**src/rtl/core/trd_pkg.sv**
```systemverilog
`default_nettype none

package trd_pkg;

  // Command kinds carried on the result channel.
  typedef enum logic [1:0] {
    KIND_NONE  = 2'd0,
    KIND_FILL  = 2'd1,
    KIND_COPY  = 2'd2,
    KIND_ERROR = 2'd3
  } kind_e;

  // Byte that arms copy-previous-column mode.
  localparam logic [7:0] COPY_CODE = 8'h01;
  // Bit of an even byte that asks for the byte to be written twice.
  localparam int unsigned DOUBLE_BIT = 4;
  // Bias added to the halved run header.
  localparam logic [7:0] RUN_BIAS = 8'd2;
  // Width of a position column value as reported (column counter at most 256).
  localparam int unsigned CUR_COL_W = 9;
  // Width of row plus fill length (127 + 255 fits).
  localparam int unsigned FILL_SUM_W = 9;
  // Width of column plus copy count (256 + 255 fits).
  localparam int unsigned COPY_SUM_W = 10;

  // One input item held in the input register.
  typedef struct packed {
    logic       mode;
    logic [7:0] code_byte;
  } item_t;

  // One write command.
  typedef struct packed {
    kind_e      kind;
    logic [7:0] column;
    logic [6:0] row;
    logic [7:0] length;
    logic [7:0] fill_value;
  } cmd_t;

endpackage

`default_nettype wire

```
**src/rtl/core/trd_in_reg.sv**
```systemverilog
`default_nettype none

// Input register: holds one accepted item until the decode stage takes it.
module trd_in_reg (
  input  wire                 clk_i,
  input  wire                 rst_ni,
  input  wire                 valid_i,
  output logic                ready_o,
  input  wire trd_pkg::item_t item_i,
  output logic                valid_o,
  input  wire                 take_i,
  output trd_pkg::item_t      item_o
);

  logic           valid_q, valid_d;
  trd_pkg::item_t item_q;

  assign ready_o = !valid_q || take_i;
  assign valid_d = ready_o ? valid_i : valid_q;

  always_ff @(posedge clk_i or negedge rst_ni) begin
    if (!rst_ni) begin
      valid_q <= 1'b0;
    end else begin
      valid_q <= valid_d;
    end
  end

  always_ff @(posedge clk_i) begin
    if (valid_i && ready_o) begin
      item_q <= item_i;
    end
  end

  assign valid_o = valid_q;
  assign item_o  = item_q;

endmodule

`default_nettype wire

```
**src/rtl/core/trd_core.sv**
```systemverilog
`default_nettype none

// Decoder state and the one-step decode of a held item into a command.
module trd_core #(
  parameter int unsigned TILE_COLUMNS = 256,
  parameter int unsigned COLUMN_BYTES = 128
) (
  input  wire                 clk_i,
  input  wire                 rst_ni,
  input  wire                 step_i,
  input  wire trd_pkg::item_t item_i,
  output trd_pkg::cmd_t       cmd_o
);

  localparam int unsigned COL_W = $clog2(TILE_COLUMNS + 1);
  localparam int unsigned ROW_W = $clog2(COLUMN_BYTES);
  localparam int unsigned FSW   = trd_pkg::FILL_SUM_W;
  localparam int unsigned CSW   = trd_pkg::COPY_SUM_W;

  logic [COL_W-1:0] cur_column_q, cur_column_d;
  logic [ROW_W-1:0] cur_row_q, cur_row_d;
  logic [7:0]       run_pending_q, run_pending_d;
  logic             copy_pending_q, copy_pending_d;

  logic [7:0]                    b;
  logic                          fill_req;
  logic [7:0]                    fill_len;
  logic [7:0]                    fill_val;
  logic [FSW-1:0]                fill_sum;
  logic [CSW-1:0]                copy_sum;
  logic [trd_pkg::CUR_COL_W-1:0] col_ext;
  logic [6:0]                    row_ext;

  assign b        = item_i.code_byte;
  assign fill_sum = FSW'(cur_row_q) + FSW'(fill_len);
  assign copy_sum = CSW'(cur_column_q) + CSW'(b);
  assign col_ext  = trd_pkg::CUR_COL_W'(cur_column_q);
  assign row_ext  = 7'(cur_row_q);

  always_comb begin
    cur_column_d   = cur_column_q;
    cur_row_d      = cur_row_q;
    run_pending_d  = run_pending_q;
    copy_pending_d = copy_pending_q;
    cmd_o          = '0;
    cmd_o.kind     = trd_pkg::KIND_NONE;
    fill_req       = 1'b0;
    fill_len       = 8'd1;
    fill_val       = b;

    if (item_i.mode) begin
      cur_column_d   = '0;
      cur_row_d      = '0;
      run_pending_d  = '0;
      copy_pending_d = 1'b0;
    end else if (copy_pending_q) begin
      if (cur_column_q == '0 || cur_row_q != '0 || copy_sum > CSW'(TILE_COLUMNS)) begin
        cmd_o.kind   = trd_pkg::KIND_ERROR;
        cmd_o.column = col_ext[7:0];
        cmd_o.row    = row_ext;
        cmd_o.length = b;
      end else begin
        cmd_o.kind     = trd_pkg::KIND_COPY;
        cmd_o.column   = col_ext[7:0];
        cmd_o.length   = b;
        cur_column_d   = copy_sum[COL_W-1:0];
        copy_pending_d = 1'b0;
      end
    end else if (run_pending_q != '0) begin
      fill_req = 1'b1;
      fill_len = run_pending_q;
    end else if (b == trd_pkg::COPY_CODE) begin
      copy_pending_d = 1'b1;
    end else if (b[0]) begin
      run_pending_d = {1'b0, b[7:1]} + trd_pkg::RUN_BIAS;
    end else if (b[trd_pkg::DOUBLE_BIT]) begin
      fill_req = 1'b1;
      fill_len = 8'd2;
      fill_val = b & ~(8'd1 << trd_pkg::DOUBLE_BIT);
    end else begin
      fill_req = 1'b1;
    end

    if (fill_req) begin
      cmd_o.column = col_ext[7:0];
      cmd_o.row    = row_ext;
      cmd_o.length = fill_len;
      if (cur_column_q >= COL_W'(TILE_COLUMNS) || fill_sum > FSW'(COLUMN_BYTES)) begin
        cmd_o.kind = trd_pkg::KIND_ERROR;
      end else begin
        cmd_o.kind       = trd_pkg::KIND_FILL;
        cmd_o.fill_value = fill_val;
        run_pending_d    = '0;
        // A fill that ends the column moves on to the top of the next one.
        if (fill_sum == FSW'(COLUMN_BYTES)) begin
          cur_row_d    = '0;
          cur_column_d = cur_column_q + COL_W'(1);
        end else begin
          cur_row_d = fill_sum[ROW_W-1:0];
        end
      end
    end
  end

  always_ff @(posedge clk_i or negedge rst_ni) begin
    if (!rst_ni) begin
      cur_column_q   <= '0;
      cur_row_q      <= '0;
      run_pending_q  <= '0;
      copy_pending_q <= 1'b0;
    end else if (step_i) begin
      cur_column_q   <= cur_column_d;
      cur_row_q      <= cur_row_d;
      run_pending_q  <= run_pending_d;
      copy_pending_q <= copy_pending_d;
    end
  end

  a_start_clears: assert property (@(posedge clk_i) disable iff (!rst_ni)
    step_i && item_i.mode |=> cur_column_q == '0 && cur_row_q == '0 &&
      run_pending_q == '0 && !copy_pending_q)
    else $error("start item did not clear the decoder state");

  a_error_holds: assert property (@(posedge clk_i) disable iff (!rst_ni)
    step_i && cmd_o.kind == trd_pkg::KIND_ERROR |=> $stable(cur_column_q) &&
      $stable(cur_row_q) && $stable(run_pending_q) && $stable(copy_pending_q))
    else $error("error command changed the decoder state");

  a_row_range: assert property (@(posedge clk_i) disable iff (!rst_ni)
    FSW'(cur_row_q) < FSW'(COLUMN_BYTES) && cur_column_q <= COL_W'(TILE_COLUMNS))
    else $error("position outside the tile");

  a_modes_exclusive: assert property (@(posedge clk_i) disable iff (!rst_ni)
    !(copy_pending_q && run_pending_q != '0))
    else $error("copy and run armed together");

endmodule

`default_nettype wire

```
**src/rtl/core/tile_rle_decoder.sv**
```systemverilog
`default_nettype none

// Channel     Dir  tdata                                    tuser
// s_axis      in   code_byte[7:0]                           mode
// m_axis      out  column, row, length, fill_value, 0 pad   kind[1:0]
//
// Every accepted item gives exactly one command, one item per cycle sustained
// while the output does not stall. An item is held in the input register and
// is then decoded into the output register.
// Reset clears the position, the armed run and copy modes and both valid flags.
// A stalled output holds its command; the input register keeps taking a new
// item in the same cycle the held command leaves.
module tile_rle_decoder #(
  parameter int unsigned TILE_COLUMNS = 256,
  parameter int unsigned COLUMN_BYTES = 128
) (
  input  wire         clk_i,
  input  wire         rst_ni,
  input  wire         s_axis_tvalid_i,
  output logic        s_axis_tready_o,
  input  wire  [7:0]  s_axis_tdata_i,   // [7:0] code_byte
  input  wire         s_axis_tuser_i,   // [0] mode
  output logic        m_axis_tvalid_o,
  input  wire         m_axis_tready_i,
  output logic [31:0] m_axis_tdata_o,   // [7:0] column, [14:8] row, [22:15] length,
                                        // [30:23] fill_value, [31] zero
  output logic [1:0]  m_axis_tuser_o    // [1:0] kind
);

  trd_pkg::item_t in_item;
  trd_pkg::item_t held_item;
  trd_pkg::cmd_t  cmd;
  trd_pkg::cmd_t  out_q;
  logic           held_valid;
  logic           step;
  logic           out_valid_q, out_valid_d;

  assign in_item.mode      = s_axis_tuser_i;
  assign in_item.code_byte = s_axis_tdata_i;

  // The held item is decoded whenever the output register is free or being drained.
  assign step = held_valid && (!out_valid_q || m_axis_tready_i);

  trd_in_reg u_in_reg (
    .clk_i   (clk_i),
    .rst_ni  (rst_ni),
    .valid_i (s_axis_tvalid_i),
    .ready_o (s_axis_tready_o),
    .item_i  (in_item),
    .valid_o (held_valid),
    .take_i  (step),
    .item_o  (held_item)
  );

  trd_core #(
    .TILE_COLUMNS (TILE_COLUMNS),
    .COLUMN_BYTES (COLUMN_BYTES)
  ) u_core (
    .clk_i  (clk_i),
    .rst_ni (rst_ni),
    .step_i (step),
    .item_i (held_item),
    .cmd_o  (cmd)
  );

  assign out_valid_d = step || (out_valid_q && !m_axis_tready_i);

  always_ff @(posedge clk_i or negedge rst_ni) begin
    if (!rst_ni) begin
      out_valid_q <= 1'b0;
    end else begin
      out_valid_q <= out_valid_d;
    end
  end

  always_ff @(posedge clk_i) begin
    if (step) begin
      out_q <= cmd;
    end
  end

  assign m_axis_tvalid_o = out_valid_q;
  assign m_axis_tuser_o  = out_q.kind;
  assign m_axis_tdata_o  = {1'b0, out_q.fill_value, out_q.length, out_q.row, out_q.column};

endmodule

`default_nettype wire

```
**config.mk**
```make
export PLATFORM = sky130hd
export DESIGN_NAME = tile_rle_decoder
export DESIGN_NICKNAME = d
export VERILOG_FILES = /design/src/rtl/core/trd_pkg.sv /design/src/rtl/core/trd_in_reg.sv /design/src/rtl/core/trd_core.sv /design/src/rtl/core/tile_rle_decoder.sv
export SDC_FILE = /design/constraint.sdc
export NUM_CORES = 1
export LEC_CHECK = 0
export BUFFER_PORTS_ARGS = -buffer_cell sky130_fd_sc_hd__buf_2
export CAP_MARGIN = 10
export CORE_MARGIN = 5
export CORE_UTILIZATION = 63
export CTS_CLUSTER_DIAMETER = 30
export DETAILED_ROUTE_END_ITERATION = 8
export PLACE_DENSITY = 0.88
export SLEW_MARGIN = 30
export SYNTH_ARGS = -nofsm -noshare
export SYNTH_HDL_FRONTEND = slang
export SYNTH_HIERARCHICAL = 1
export SYNTH_SLANG_ARGS = --single-unit
```
**constraint.sdc**
```tcl
create_clock -name clk_i -period 7.4 [get_ports clk_i]
set_input_delay 1.48 -clock clk_i [delete_from_list [all_inputs] [get_ports clk_i]]
set_output_delay 1.48 -clock clk_i [all_outputs]
set_load 0.1 [all_outputs]
```
* Yosys cells after proc, flatten, opt, wreduce, memory -nomap -nowiden
Cells that the tools add are included.
** Storage, ports and cells
- Flip-flop bits (word level) :: 69
- Word-level logic and storage cells :: 84
- Bits of input ports :: 13
** Operators by class
- Magnitude comparators :: 3
- Bitwise operators :: 1
- Equal/unequal tests :: 2
- $add $sub $neg :: 4
- Reduce and logical (&&, ||, !) cells :: 16
- Muxes and demuxes :: 45
** Operator list (number)
- 8-bit two-way mux :: 13
- 9-bit two-way mux :: 7
- 25-bit two-way mux :: 2
- 7-bit two-way mux :: 5
- 33-bit two-way mux :: 1
- 5-bit two-way mux :: 5
- 9-bit by 8-bit adder with 10-bit output :: 1
- 10-bit by 9-bit > comparator with 1-bit output, second input constant :: 1
- 1-bit two-way mux :: 10
- 7-bit by 8-bit adder with 9-bit output :: 1
- 9-bit by 1-bit adder with 9-bit output, second input constant :: 1
- 9-bit by 8-bit == test with 1-bit output, second input constant :: 1
- 9-bit greater-or-equal comparator, second input constant :: 1
- 9-bit by 8-bit > comparator with 1-bit output, second input constant :: 1
- 9-bit zero test :: 1
- 7-bit by 2-bit adder with 8-bit output, second input constant :: 1
- 8-bit by 1-bit == test with 1-bit output, second input constant :: 1
- 8-bit nonzero test :: 1
- 7-bit nonzero test :: 1
- 1-bit logical OR :: 6
- 2-bit two-way mux :: 2
- 1-bit logical AND :: 3
- 1-bit zero test :: 3
- 2-bit OR reduction :: 1
- 1-bit inverter :: 1

* Depth between registers and ports, before layout
- Depth in word-level cells :: 11
- Depth in mapped cells :: 16

* Modules after synthesis
The synthesis kept the hierarchy.
** By module, submodules not included
- trd_core :: instances 1, cells each 334, area an instance 2735.1 um^2, seq. area each 625.6 um^2
- tile_rle_decoder :: instances 1, cells each 39, area an instance 1046.0 um^2, seq. area each 1016.0 um^2
- trd_in_reg :: instances 1, cells each 13, area an instance 324.1 um^2, seq. area each 295.3 um^2

* Least setup slack after synthesis
No wires, ideal clock.
- Kind :: input to output
- From :: input port m_axis_tready_i
- To :: output port s_axis_tready_o
- Data arrival time :: 2.967 ns
- Path buffers :: 0
- Slack :: 2.953 ns
- Stages on the path :: 3
- Data required time :: 5.920 ns
- Cells stage by stage :: nand2b_1 > and2_1 > nand2b_4
** Between the ends
- Cells in the longest elaborated chain, start to end :: 3
** Ends and longest elaborated chain
- start: declaration :: RTL line tile_rle_decoder.sv:24 : input wire m_axis_tready_i,
- 1-bit logical OR :: RTL line tile_rle_decoder.sv:42 : assign step = held_valid && (!out_valid_q || m_axis_tready_i);
- 1-bit logical AND :: RTL line tile_rle_decoder.sv:42
- net step :: RTL line tile_rle_decoder.sv:35 : logic step;
- 1-bit logical OR :: RTL line trd_in_reg.sv:18 : assign ready_o = !valid_q || take_i;
- end: declaration :: RTL line tile_rle_decoder.sv:20 : output logic s_axis_tready_o,
The timed path passes the listed nets, and every way through them passes these cells.

* Final worst setup path
Same ends and word-level chain as after synthesis.

==> results.toml <==
[power_and_ir_drop]
irDropWorstVdd_uv = 259
clock_power_share_pct = 24.3
p_leak_uw = 0.00195
p_total_uw = 1390
p_seq_share_pct = 37.7
p_sw_share_pct = 41.9
p_int_uw = 805
combPwrFrac_pct = 37.9
netSwitchingPower_uw = 581
p_per_area_mw_per_mm2 = 302

[timing]
hold_violations = 0
skew_ns = 0.00940
finalCritPeriodShare_pct = 60.4
finalSetupViolations = 0
drv_slew = 0
finalSetupTns_ns = 0
whs_ns = 0.506
tightest_slew_ns = 0.882
rsz0062_at_grt = "no"
layout_min_cycle_time_ns = 4.47
relSlewSlack_pct = 41.2
fmax_mhz = 224

[critical_path]
crit_fanout = 52
critical_path_class = "in -> out"
crit_required_ns = 5.92
slowest_stage = "buf_4"
path_common_cell = "buf_2"
reg2reg_depth = 13
crit_chain = "buf_2, nand2b_1, and2_2, buf_4, nand2b_4, buf_2"
critPathMaxStageDelay_ns = 0.50
worstSetupStartpointType = "primary input"
critPathCaptureType = "primary output"
crit_arrival_ns = 2.99

[cts]
cts_sinks = 69
cts_buffer_depth = 2
post_cts_buffers = 0
cts_buffers = 9
clk_pin_slew_ns = 0.07
cts_resized = 0
htreeDepth = 3
cts_root_buf = "clkbuf_8"
cts_tree = "yes"
clk_latency_ns = 0.35
postCtsHoldBufs = 0

[route]
vias = 3307
first_pass_iters = 4
drtIter0Drc = 276
post-route-drc-count = 0
via_per_inst = 6.48
totalWireLength_mm = 9.52
wl_per_cell_um = 18.7
antenna_left = 0

[floorplanning]
coreArea_sq_mm = 0.00635
start_util_pct = 64.7
row_count = 29
fp.dieW_um = 90.7
die_h_um = 90.7
ios = 49
die-area_sq_mm = 0.00823

[grt]
grt_antenna_before_repair = 0
grt_pass1_wl_mm = 15.7
grt_max_degree = 53
gr-total-overflow = 0
grtUsageTotal_pct = 23.9
first_global_vias = 3163

[final_layout]
layout-drive-gt1-share_pct = 18.7
fill_cells = 441
stdcell_area_sq_mm = 0.00459
synthToLayoutAreaGrowth_pct = 11.8
n_antenna_cell = 0
layout.nets = 462

[synthesis]
synthesis.area_sq_mm = 0.00411
synth_area_leader_cell = "edfxtp_1"
synth-edff-count = 42
netlist.area_leader.share_pct = 30.7
synthTopCellsByArea = "edfxtp_1 (31%), dfrtp_1 (16%), ha_1 (5.8%)"
synthArstFlopShare_pct = 39.1
synth_flop_cell = "edfxtp_1"
yosysMostFrequentCell = "edfxtp_1"
synth_cell_types = 73
syn_avg_cell_area_sq_um = 10.6
yosysSeqAreaShare_pct = 47.2
synth_common_cells = "edfxtp_1 (42), nor2_1 (34), dfrtp_1 (27)"
ys_seq_elements = 69
syn_inst = 386
yosys_warnings = 6
synthesis.nets = 420

[place]
hpwl_mm = 6.64
gp_congestion = 0.931
placed_cell_area_sq_mm = 0.00437
port_buffers = 47

[hold_path]
holdPathStages = 2
hp-class = "reg -> reg"

[flow_run]
drv_cap = 0

[outcome]
outcome = "complete, no violations"
-- per-layer routing --
layer | track usage (%) | part of all wire (%) | vias up
li1 | - | - | 1524
met1 | 32.3 | 42 | 1560
met3 | 5.42 | 9.3 | 29
met4 | 9.80 | 2.7 | 0
met5 | 0 | 0 | -
met2 | 37.0 | 46 | 194
-- worst max-delay path: cells and delay by family --
kind / cells / cell delay, ns
simple gates: 3 / 0.51
buf+inv: 3 / 0.99
-- placed cells by master (no fill, tap or decap), types with 5 or more instances in the layout --
master,netlist,layout
a211o_1,5,5
a21o_1,5,5
a21oi_1,20,20
a22o_1,8,8
and2_1,22,21
and3_1,11,11
buf_2,3,47
clkbuf_8,0,9
dfrtp_1,27,27
edfxtp_1,42,42
ha_1,19,19
inv_1,19,19
mux2i_1,8,8
nand2_1,18,18
nand2b_1,7,7
nand3_1,13,13
nor2_1,34,34
o21ai_0,9,9
o2bb2ai_1,5,5
xor2_1,7,7
-- path summary, 6_finish.rpt --
kind / startpoint / endpoint / slack [ns]
worst max register to register: u_core/run_pending_q[5] / u_core/run_pending_q[3] / 3.04
worst min-delay path: m_axis_tvalid_o / m_axis_tvalid_o / 0.51
worst max-delay path: m_axis_tready_i / s_axis_tready_o / 2.93
worst min register to register: m_axis_tvalid_o / m_axis_tvalid_o / 0.51
max in group asynchronous: rst_ni / u_core/cur_row_q[6] / 5.81
min in group asynchronous: rst_ni / u_core/col_ext[5] / 1.16
-- logic make-up (layout without fill, tap and decap cells) --
logic type,after synthesis,after routing,synth area share (%)
buf+inv,36,83,3.66
mux,10,10,2.59
flops,69,69,47.2
fa+ha+maj,21,21,6.77
xor+xnor,12,12,2.74
simple gates,141,141,19.0
compound gates,96,96,18.0
other cells,1,1,0.0913
-- area by class of cell --
cell class / count / area (sq um) / share of cell area [%]
tap: 77 / 96.3 / 2.10
timing repair buffer: 48 / 243 / 5.29
clock buffer: 10 / 128 / 2.78
clock inverter: 6 / 87.6 / 1.91
sequential: 69 / 1940 / 42.2
multi-input combinational: 281 / 2030 / 44.2
inverter: 19 / 71.3 / 1.55
-- flip-flops by register name, summed over array words and instances (netlist names) --
signal / cells
m_axis_tdata_o: 31
m_axis_tuser_o: 2
m_axis_tvalid_o: 1
u_core/col_ext: 9
u_core/copy_pending_q: 1
u_core/cur_row_q: 7
u_core/run_pending_q: 8
u_in_reg/item_o: 9
u_in_reg/valid_o: 1
-- power by group through the flow --
stage / sequential, uW / clock [uW] / combinational [uW]
floorplan: 693 / 0 / 255
global placement: 525 / 0 / 504
detailed placement: 527 / 0 / 519
CTS: 520 / 338 / 521
global route: 527 / 355 / 563
finish: 523 / 337 / 526
-- per-stage QoR --
| step | utilization, % | std cells | worst slack [ns] |
|---|---|---|---|
| 6_report | 72.3 | 510 | 2.93 |
| 5_1_grt | 72.3 | 510 | 2.82 |
| 4_1_cts | 72.2 | 510 | 2.90 |
| 3_5_place_dp | 68.8 | 494 | 2.91 |
| 3_3_place_gp | 68.8 | 494 | 2.96 |
| 2_1_floorplan | - | 386 | 2.95 |
No activity file was read; power rests on OpenSTA's default activity.
